## config.mk

```make
export PLATFORM = sky130hd
export DESIGN_NAME = sss_useq
export DESIGN_NICKNAME = d
export VERILOG_FILES = /design/src/sv/sss_pkg.sv /design/src/sv/sss_useq.sv
export SDC_FILE = /design/constraint.sdc
export NUM_CORES = 1
export LEC_CHECK = 0
export BUFFER_PORTS_ARGS = -buffer_cell sky130_fd_sc_hd__buf_2
export CAP_MARGIN = 20
export CELL_PAD_IN_SITES_DETAIL_PLACEMENT = 1
export CELL_PAD_IN_SITES_GLOBAL_PLACEMENT = 1
export CORE_MARGIN = 1
export CORE_UTILIZATION = 36
export CTS_CLUSTER_SIZE = 20
export DETAILED_ROUTE_END_ITERATION = 10
export GPL_ROUTABILITY_DRIVEN = 0
export PLACE_DENSITY_LB_ADDON = 0.1
export RECOVER_POWER = 100
export SLEW_MARGIN = 20
export SYNTH_ARGS = -nofsm -noshare
export SYNTH_HDL_FRONTEND = slang
export SYNTH_SLANG_ARGS = --single-unit
```

## constraint.sdc

```tcl
create_clock -name clk -period 7.2 [get_ports clk]
set_clock_uncertainty 0.2 [all_clocks]
set_input_delay 1.08 -clock clk [delete_from_list [all_inputs] [get_ports clk]]
set_output_delay 1.08 -clock clk [all_outputs]
set_load 0.03 [all_outputs]
```

## src/sv/sss_pkg.sv

```systemverilog
// Package for the soft servo setpoint shaper: widths, constants, microcode types and program.
package sss_pkg;

	localparam int ADC_W     = 20;
	localparam int SP_W      = 24;
	localparam int ANG_W     = 25;
	localparam int FB_W      = 19;
	localparam int CMD_W     = 14;
	localparam int GAIN_W    = 24;
	localparam int TICK_W    = 20;
	localparam int CNT_W     = 21;
	localparam int ST_W      = 26;
	localparam int CFG_IDX_W = 2;
	localparam int CFG_W     = 24;
	localparam int PC_W      = 4;
	localparam int OPA_W     = 29;
	localparam int OPB_W     = 27;
	localparam int PROD_W    = 57;

	localparam logic [23:0]        SLOPE_Q32   = 24'd10613337;
	localparam logic signed [30:0] OFFSET_Q16  = 31'sd1680035;
	localparam logic [26:0]        D2R_Q32     = 27'd74961321;
	localparam logic signed [26:0] HALF_PI_Q16 = 27'sd102944;
	localparam logic [22:0]        NINETY_Q16  = 23'd5898240;
	localparam logic [20:0]        RECIP_45    = 21'd1491309;
	localparam int                 DIV45_SHIFT = 26;
	localparam int                 SCALE_SHIFT = 17;

	localparam logic [GAIN_W-1:0] FIRST_GAIN_RST    = 24'd16777;
	localparam logic [GAIN_W-1:0] SECOND_GAIN_RST   = 24'd50332;
	localparam logic [TICK_W-1:0] STARTUP_TICKS_RST = 20'd2000;

	typedef enum logic [CFG_IDX_W-1:0] {
		CFG_FIRST_GAIN    = 2'd0,
		CFG_SECOND_GAIN   = 2'd1,
		CFG_STARTUP_TICKS = 2'd2
	} cfg_idx_t;

	typedef struct packed {
		logic [GAIN_W-1:0] first_gain;
		logic [GAIN_W-1:0] second_gain;
		logic [TICK_W-1:0] startup_ticks;
	} cfg_t;

	typedef enum logic [2:0] {
		A_ADC    = 3'd0,
		A_AVG    = 3'd1,
		A_ANGLE  = 3'd2,
		A_DIFF1  = 3'd3,
		A_DIFF2  = 3'd4,
		A_VCLAMP = 3'd5,
		A_Y      = 3'd6
	} a_sel_t;

	typedef enum logic [2:0] {
		B_RECIP_S = 3'd0,
		B_SLOPE   = 3'd1,
		B_D2R     = 3'd2,
		B_GAIN1   = 3'd3,
		B_GAIN2   = 3'd4,
		B_MAXC    = 3'd5,
		B_RECIP45 = 3'd6
	} b_sel_t;

	typedef enum logic [3:0] {
		WB_NONE   = 4'd0,
		WB_AVG    = 4'd1,
		WB_ANGLE  = 4'd2,
		WB_FB     = 4'd3,
		WB_TARGET = 4'd4,
		WB_SPEED  = 4'd5,
		WB_VANG   = 4'd6,
		WB_Y      = 4'd7,
		WB_CMD    = 4'd8
	} wb_t;

	typedef enum logic {
		JC_NONE        = 1'b0,
		JC_NOT_STARTED = 1'b1
	} jc_t;

	typedef struct packed {
		a_sel_t          a_sel;
		b_sel_t          b_sel;
		logic            mul_en;
		wb_t             wb;
		jc_t             jc;
		logic [PC_W-1:0] target;
		logic            emit;
	} ucode_t;

	typedef struct packed {
		logic   start;
		logic   step;
		logic   emit;
		ucode_t uc;
	} ctrl_t;

	localparam logic [PC_W-1:0] STEP_EMIT = 4'd14;

	function automatic ucode_t ucode_rom(input logic [PC_W-1:0] pc);
		ucode_t w;
		w = '{a_sel: A_ADC, b_sel: B_RECIP_S, mul_en: 1'b0, wb: WB_NONE,
			jc: JC_NONE, target: '0, emit: 1'b0};
		case (pc)
			4'd0: begin
				w.a_sel = A_ADC; w.b_sel = B_RECIP_S; w.mul_en = 1'b1;
			end
			4'd1: begin
				w.wb = WB_AVG;
			end
			4'd2: begin
				w.a_sel = A_AVG; w.b_sel = B_SLOPE; w.mul_en = 1'b1;
			end
			4'd3: begin
				w.wb = WB_ANGLE;
			end
			4'd4: begin
				w.a_sel = A_ANGLE; w.b_sel = B_D2R; w.mul_en = 1'b1;
			end
			4'd5: begin
				w.wb = WB_FB; w.a_sel = A_DIFF1; w.b_sel = B_GAIN1; w.mul_en = 1'b1;
				w.jc = JC_NOT_STARTED; w.target = STEP_EMIT;
			end
			4'd6: begin
				w.wb = WB_TARGET;
			end
			4'd7: begin
				w.a_sel = A_DIFF2; w.b_sel = B_GAIN2; w.mul_en = 1'b1;
			end
			4'd8: begin
				w.wb = WB_SPEED;
			end
			4'd9: begin
				w.wb = WB_VANG;
			end
			4'd10: begin
				w.a_sel = A_VCLAMP; w.b_sel = B_MAXC; w.mul_en = 1'b1;
			end
			4'd11: begin
				w.wb = WB_Y;
			end
			4'd12: begin
				w.a_sel = A_Y; w.b_sel = B_RECIP45; w.mul_en = 1'b1;
			end
			4'd13: begin
				w.wb = WB_CMD;
			end
			STEP_EMIT: begin
				w.emit = 1'b1;
			end
			default: begin
				w.emit = 1'b1;
			end
		endcase
		return w;
	endfunction

endpackage

```

## src/sv/sss_useq.sv

```systemverilog
// Microcode sequencer: step counter, control store fetch, conditional jump and item handshake.
module sss_useq (
	input  logic           clk,
	input  logic           arst_n,
	input  logic           in_valid,
	input  logic           emit_ok,
	input  logic           started,
	output logic           ready,
	output sss_pkg::ctrl_t ctrl
);
	import sss_pkg::*;

	logic            busy_q;
	logic [PC_W-1:0] pc_q;
	ucode_t          uc;
	logic            fire;
	logic            start;
	logic            taken;

	always_comb begin
		uc    = ucode_rom(pc_q);
		fire  = busy_q && uc.emit && emit_ok;
		ready = !busy_q || fire;
		start = in_valid && ready;
		taken = (uc.jc == JC_NOT_STARTED) && !started;
	end

	always_ff @(posedge clk or negedge arst_n) begin
		if (!arst_n) begin
			busy_q <= 1'b0;
			pc_q   <= '0;
		end else if (start) begin
			busy_q <= 1'b1;
			pc_q   <= '0;
		end else if (fire) begin
			busy_q <= 1'b0;
		end else if (busy_q && !uc.emit) begin
			pc_q <= taken ? uc.target : pc_q + 1'b1;
		end
	end

	assign ctrl = '{start: start, step: busy_q, emit: fire, uc: uc};

endmodule

```

==> results of run 1 <==
==> layer usage <==
layer / GRT usage / routed length (µm) / part of all wire / up-vias
li1: - / - / - / 281
met1: 0.2045 / 652 / 0.45 / 258
met2: 0.2824 / 736 / 0.50 / 15
met3: 0.02449 / 69 / 0.047 / 0
met4: 0.05455 / 0 / 0 / 0
met5: 0 / 0 / 0 / -
==> sequential cells by signal, indices dropped and copies added, names as in the netlist <==
signal and flops:
busy_q 1, pc_q 4
==> layout make-up <==
type	instances	share of cell area
Multi-Input combinational cell	52	0.5470
Sequential cell	5	0.1880
Timing Repair Buffer	24	0.1410
Tap cell	24	0.04511
Clock buffer	4	0.03947
Inverter	7	0.03947
==> cells in the final DEF (no fill, tap or decap), drive strengths merged <==
master   netlist  layout
o21a           2       2
mux2           1       1
o21ai          6       6
nand2          5       5
nand2b         2       2
a22o           1       1
o2bb2ai        1       1
o31ai          1       1
nor3           4       4
or3            2       2
dfrtp          5       5
inv            7       7
nor2           6       6
o21bai         1       1
nor4b          1       1
and2           1       1
conb           1       1
nand3b         1       1
and3           1       1
ha             5       5
o21ba          1       1
clkbuf         0      25
a21oi          3       3
mux2i          1       1
nor2b          3       3
buf           13       3
o32ai          1       1
o41ai          1       1
==> stage by stage <==
step                worst slack (ns)  cell area [µm²]  utilization  hold slack [ns]
floorplan                      3.318            648.1            -           0.3922
global placement               3.643            701.9       0.4403           0.4186
detailed placement             3.589            701.9       0.4403           0.4205
CTS                            3.314            728.2       0.4568           0.4286
global route                   2.701            665.6       0.4176           0.4724
finish                         2.971            665.6       0.4176           0.4427
==> final timing paths <==
check                        start       end  depth (start not counted)
min in group asynchronous   arst_n    busy_q                          1
min                        pc_q[0]   pc_q[0]                          2
max reg2reg                pc_q[0]   pc_q[2]                          7
min reg2reg                pc_q[0]   pc_q[0]                          2
max                        pc_q[0]  ctrl[19]                          7
max in group asynchronous   arst_n   pc_q[0]                          1
==> kinds of logic after synthesis <==
kind of cell	count (synthesis)	synth area share
AOI/OAI and AO/OA	18	0.2587
and+or+nand+nor	26	0.2182
adders and majority gates	5	0.09653
other	1	0.005786
DFF	5	0.1931
buffers and inverters	20	0.1892
muxes	2	0.03860
==> worst min-delay path: cells and delay by family (launching register included) <==
| kind | cells | cell delay [ns] |
|---|---|---|
| simple gates | 1 | 0.11 |
| flops | 1 | 0.44 |
| compound gates | 1 | 0.06 |
==> run_results.csv, run 1 <==
group,metric,value,unit
worst_setup_path,cpPeakStageDelay,0.50,ns
clock_network,cts-resized-gates,0,
place,dpl.hpwl,1.150,mm
clock_network,cts_hold_buf,0,
route,drt.antenna.violating_nets,0,
grt,grt_pass1_wl,2.339,mm
floorplanning,die_h,44.43,µm
route,first_pass_iters,4,
grt,overflow,0,
final_layout,n_fill_cell,215,
floorplanning,die_area,1974,µm²
timing,maxSlewViolCount,0,
timing,fmax,236.5,MHz
route,drt_drc_violations_left,0,
flow_run,drv_cap,0,
yosys,synth_seq_cells,5,
clock_network,cts_sinks,5,
floorplanning,io_pins,26,
worst_setup_path,slowest_stage,"o41ai_1",
yosys,synth_edf_count,0,
yosys,synth_area_leader_cell,"dfrtp_1",
min_path,hold_path.class,"register to register",
clock_network,clk_latency,0.24,ns
clock_network,path_clk_slew,0.04,ns
yosys,async_flop_share,1.000,
yosys,yosysSeqAreaShare,0.1931,
clock_network,numCtsBuffers,3,
timing,fin_crit_sh,0.5874,
worst_setup_path,startpoint_type,"register",
worst_setup_path,crit_fanout,7,
final_layout,fin_nets,103,
route,vias_per_cell,4.776,
final_layout,finalNonFillerCells,116,
route,wirelength,1.459,mm
worst_setup_path,crit_chain,"inv_1 -> ha_1 -> mux2_1 -> a22o_1 -> o41ai_1 -> and2_0 -> clkbuf_1",
timing,period_needed,4.229,ns
floorplanning,coreArea,1594,µm²
yosys,syn_area,648.1,µm²
final_layout,drive_gt1_frac,0.1304,
yosys,synthTopCellsByCount,"10 x buf_4, 7 x inv_1, 6 x o21ai_0",
worst_setup_path,crit_buf_inv,2,
floorplanning,start_util,0.4066,
grt,antenna_found_initial,0,
yosys,syn_avg_cell_area,8.417,µm²
route,routed-via-count,554,
yosys,synth.top_cell.area_share,0.1931,
grt,groute.usage.overall,0.1626,
grt,first_global_vias,529,
floorplanning,rows,14,
worst_setup_path,crit_type,"register to primary output",
yosys,synth_nets,87,
yosys,syn_inst,77,
route,wl_per_cell,12.58,µm
final_layout,seq_area,125.1,µm²
place,dp.cells,112,
yosys,synthTopCellsByArea,"dfrtp_1 19%, buf_4 12%, ha_1 9.7%, o21ai_0 4.6%, o41ai_4 4.2%",
clock_network,post_cts_buffers,0,
yosys,synth_ff_type,"dfrtp_1",
final_layout,area_growth,2.703,%
clock_network,cts_tree,"done",
clock_network,clockBufferDepth,2,
route,drt_iter0_drc,7,
floorplanning,die_w,44.43,µm
grt,grt_max_degree,15,
yosys,synth_warnings,0,
worst_setup_path,critPathArrivalTime,2.95,ns
yosys,yosysMostFrequentCell,"buf_4",
worst_setup_path,rrSetupSlack,4.39,ns
status,status,"complete, no violations",
yosys,synth.distinct_cells,32,
clock_network,cts_htree_levels,1,
final_layout,antenna_cells,0,
worst_setup_path,crit_family,"compound AO/OA/AOI/OAI gates",
clock_network,root_buffer,"clkbuf_4",
timing,finalSetupTns,0,ns
timing,hold_violations,0,
worst_setup_path,required,5.92,ns
place,numPortBuffers,24,
timing,finalSetupViolCount,0,
timing,rsz0062_at_grt,"false",
worst_setup_path,cp-end-kind,"primary output",
final_layout,multi_input_area,364.1,µm²
Power of run 1 is left out: the tool's default activity adds up to more than one toggle a clock period on the data nets, which glitch-free logic cannot reach.
==> inputs of run 2 (changes only) <==
--- a/config.mk
+++ b/config.mk
@@ -5,12 +5,13 @@
 export SDC_FILE = /design/constraint.sdc
 export NUM_CORES = 1
 export LEC_CHECK = 0
+export ABC_AREA = 1
 export BUFFER_PORTS_ARGS = -buffer_cell sky130_fd_sc_hd__buf_2
 export CAP_MARGIN = 20
 export CELL_PAD_IN_SITES_DETAIL_PLACEMENT = 1
 export CELL_PAD_IN_SITES_GLOBAL_PLACEMENT = 1
 export CORE_MARGIN = 1
-export CORE_UTILIZATION = 36
+export CORE_UTILIZATION = 30
 export CTS_CLUSTER_SIZE = 20
 export DETAILED_ROUTE_END_ITERATION = 10
 export GPL_ROUTABILITY_DRIVEN = 0
==> constraint.sdc (replaced) <==
create_clock -name clk -period 3.85 [get_ports clk]
set_clock_uncertainty 0.2 [all_clocks]
set_input_delay 0.5775 -clock clk [delete_from_list [all_inputs] [get_ports clk]]
set_output_delay 0.5775 -clock clk [all_outputs]
set_load 0.03 [all_outputs]
==> run_results.csv, run 2 <==
group,metric,value,unit
status,status,"complete, no violations",
floorplanning,start_util,0.3255,
yosys,synth.top_cell.area_share,0.1689,
worst_setup_path,critPathMostFrequentCell,"nand2_1",
floorplanning,coreArea,2276,µm²
clock_network,cts-resized-gates,0,
pwr,switching_power,485.6,µW
route,drt.antenna.violating_nets,0,
final_layout,n_fill_cell,318,
timing,tightestPinTransition,0.5206,ns
timing,finalSetupTns,0,ns
timing,hold_violations,0,
route,wl_per_cell,11.25,µm
worst_setup_path,critPathArrivalTime,2.28,ns
yosys,synth_nets,115,
grt,grt_pass1_wl,2.842,mm
yosys,synth_area_leader_cell,"dfrtp_1",
final_layout,drive_gt1_frac,0.1639,
route,wirelength,1.688,mm
yosys,synth.distinct_cells,20,
timing,finalSetupViolCount,0,
worst_setup_path,cp-end-kind,"primary output",
route,drt_iter0_drc,1,
yosys,yosysMostFrequentCell,"nand2_1",
floorplanning,die_area,2672,µm²
grt,groute.usage.overall,0.1401,
pwr,p_sw_frac,0.6480,
timing,rsz0062_at_grt,"false",
yosys,yosysSeqAreaShare,0.1689,
final_layout,largestRegisters,"pc_q x4, busy_q x1",
route,drt_drc_violations_left,0,
pwr,power_frac_clock,0.079,
timing,period_needed,3.058,ns
final_layout,finalNonFillerCells,150,
grt,overflow,0,
min_path,hold_path.class,"primary input to register",
clock_network,path_clk_slew,0.04,ns
grt,first_global_vias,645,
clock_network,clockBufferDepth,2,
pwr,ir_drop,0.3075,mV
floorplanning,die_h,51.69,µm
pwr,leakage,0.4568,nW
flow_run,drv_cap,0,
yosys,synthTopCellsByArea,"dfrtp_1 17%, nand2_1 12%, buf_4 10%, inv_1 8.6%, ha_1 8.4%",
worst_setup_path,slowest_stage,"dfrtp_1",
place,place_area,798.3,µm²
worst_setup_path,required,3.07,ns
worst_setup_path,crit_type,"register to primary output",
clock_network,post_cts_buffers,0,
final_layout,mostFrequentLayoutCell,"nand2_1",
timing,maxSlewViolCount,0,
final_layout,area_growth,5.237,%
yosys,syn_avg_cell_area,7.054,µm²
clock_network,cts_tree,"done",
clock_network,cts_sinks,5,
yosys,syn_area,740.7,µm²
worst_setup_path,cpPeakStageDelay,0.46,ns
yosys,syn_inst,105,
floorplanning,die_w,51.69,µm
route,first_pass_iters,3,
grt,grt_max_degree,12,
clock_network,cts_htree_levels,1,
pwr,powerDensity,961.4,nW/µm²
final_layout,fin_area,779.5,µm²
floorplanning,rows,17,
timing,max_slew_margin,0.6529,
worst_setup_path,crit_fanout,7,
yosys,async_flop_share,1.000,
final_layout,fin_util,0.3425,
clock_network,clk_latency,0.24,ns
place,dpl.hpwl,1.374,mm
floorplanning,io_pins,26,
worst_setup_path,startpoint_type,"register",
final_layout,top_register,"pc_q",
clock_network,numCtsBuffers,3,
pwr,p_comb_frac,0.751,
place,dp.cells,145,
yosys,synthTopCellsByCount,"24 x nand2_1, 17 x inv_1, 10 x buf_4, 10 x nand3_1, 6 x o21ai_0",
yosys,synth_edf_count,0,
final_layout,antenna_cells,0,
timing,whs,0.4842,ns
final_layout,layout_common_cells,"27 x nand2_1, 21 x clkbuf_1, 17 x inv_1, 11 x nand3_1, 6 x o21ai_0",
yosys,synth_warnings,0,
route,vias_per_cell,4.413,
yosys,synth_ff_type,"dfrtp_1",
route,routed-via-count,662,
grt,antenna_found_initial,0,
timing,fin_crit_sh,0.7942,
clock_network,cts_hold_buf,1,
pwr,pwr-share-seq,0.170,
final_layout,fin_nets,133,
pwr,p_int,263.8,µW
yosys,synth_seq_cells,5,
final_layout,largest_register_ffs,4,
worst_setup_path,crit_chain,"inv_1 -> ha_1 -> inv_1 -> nand2_1 -> nand2_1 -> nand3_2 -> nor2_1 -> nand3_1 -> nand2_1 -> nand2_1 -> inv_1 -> buf_2",
place,numPortBuffers,24,
timing,fmax,327.0,MHz
clock_network,root_buffer,"clkbuf_4",
[run 2: cell count changes after synthesis, moves of 3 or more]
cell	change
nor3_1	-3
nor2_4	+4
nand3_1	+10
nand2_1	+19
nand2_4	+4
inv_1	+10
nand3_2	+4
nand2_2	+3
nor2b_1	-3
[run 2: worst paths after layout]
path | start | slack (ns) | endpoint | cells after the start
min in group asynchronous | arst_n | 0.54 | pc_q[3] | 2
worst min register to register | pc_q[0] | 0.51 | pc_q[0] | 4
worst min-delay path | in_valid | 0.48 | busy_q | 3
max in group asynchronous | arst_n | 2.70 | busy_q | 2
worst max register to register | pc_q[0] | 1.63 | pc_q[3] | 12
worst max-delay path | pc_q[0] | 0.79 | ctrl[19] | 12
[run 2: final cells by class]
class                      count  area, µm²  share of cell area
multi-input combinational     70      415.4              0.5329
timing repair buffer          25      105.1              0.1348
clock buffer                   4      26.28             0.03371
tap                           28      35.03             0.04494
sequential                     5      125.1              0.1605
inverter                      18      72.57             0.09310
[run 2: metal layers]
| layer | wire length, µm | vias to the layer above | global-route usage | part of all wire |
|---|---|---|---|---|
| met3 | 60 | 0 | 0.008772 | 0.036 |
| met4 | 0 | 0 | 0.04054 | 0 |
| met2 | 806 | 16 | 0.2273 | 0.48 |
| met1 | 821 | 305 | 0.1975 | 0.49 |
| li1 | - | 341 | - | - |
| met5 | 0 | - | 0 | 0 |
[run 2: cells by family after synthesis]
group           synth area share
other cells             0.005063
buf+inv                   0.2297
fa+ha+maj                0.08446
xor+xnor                 0.01183
flops                     0.1689
simple gates              0.4527
compound gates           0.04729
[run 2: worst max-delay path, delay by kind of cell, from the launching register on]
family	cells	cell delay (ns)
adders and majority gates	1	0.28
buffers and inverters	4	0.45
DFF	1	0.46
and+or+nand+nor	7	0.86
[run 2: metrics by stage]
step / total power, mW / setup slack, ns
final: 0.7494 / 0.7922
after detailed placement: 0.7497 / 1.273
after CTS: 0.8127 / 1.013
after floorplan: 0.6405 / 1.287
after global routing: 0.8241 / 0.5257
after global placement: 0.7387 / 1.322
[run 2: power groups by stage]
stage          clock network, mW  registers [mW]  logic, mW
6_report                  0.0592           0.128      0.563
3_5_place_dp                   0           0.132      0.618
3_3_place_gp                   0           0.131      0.608
2_1_floorplan                  0           0.101      0.540
4_1_cts                   0.0612           0.131      0.621
5_1_grt                   0.0650           0.135      0.625
Note: power is estimated with default switching activity, not from simulation.
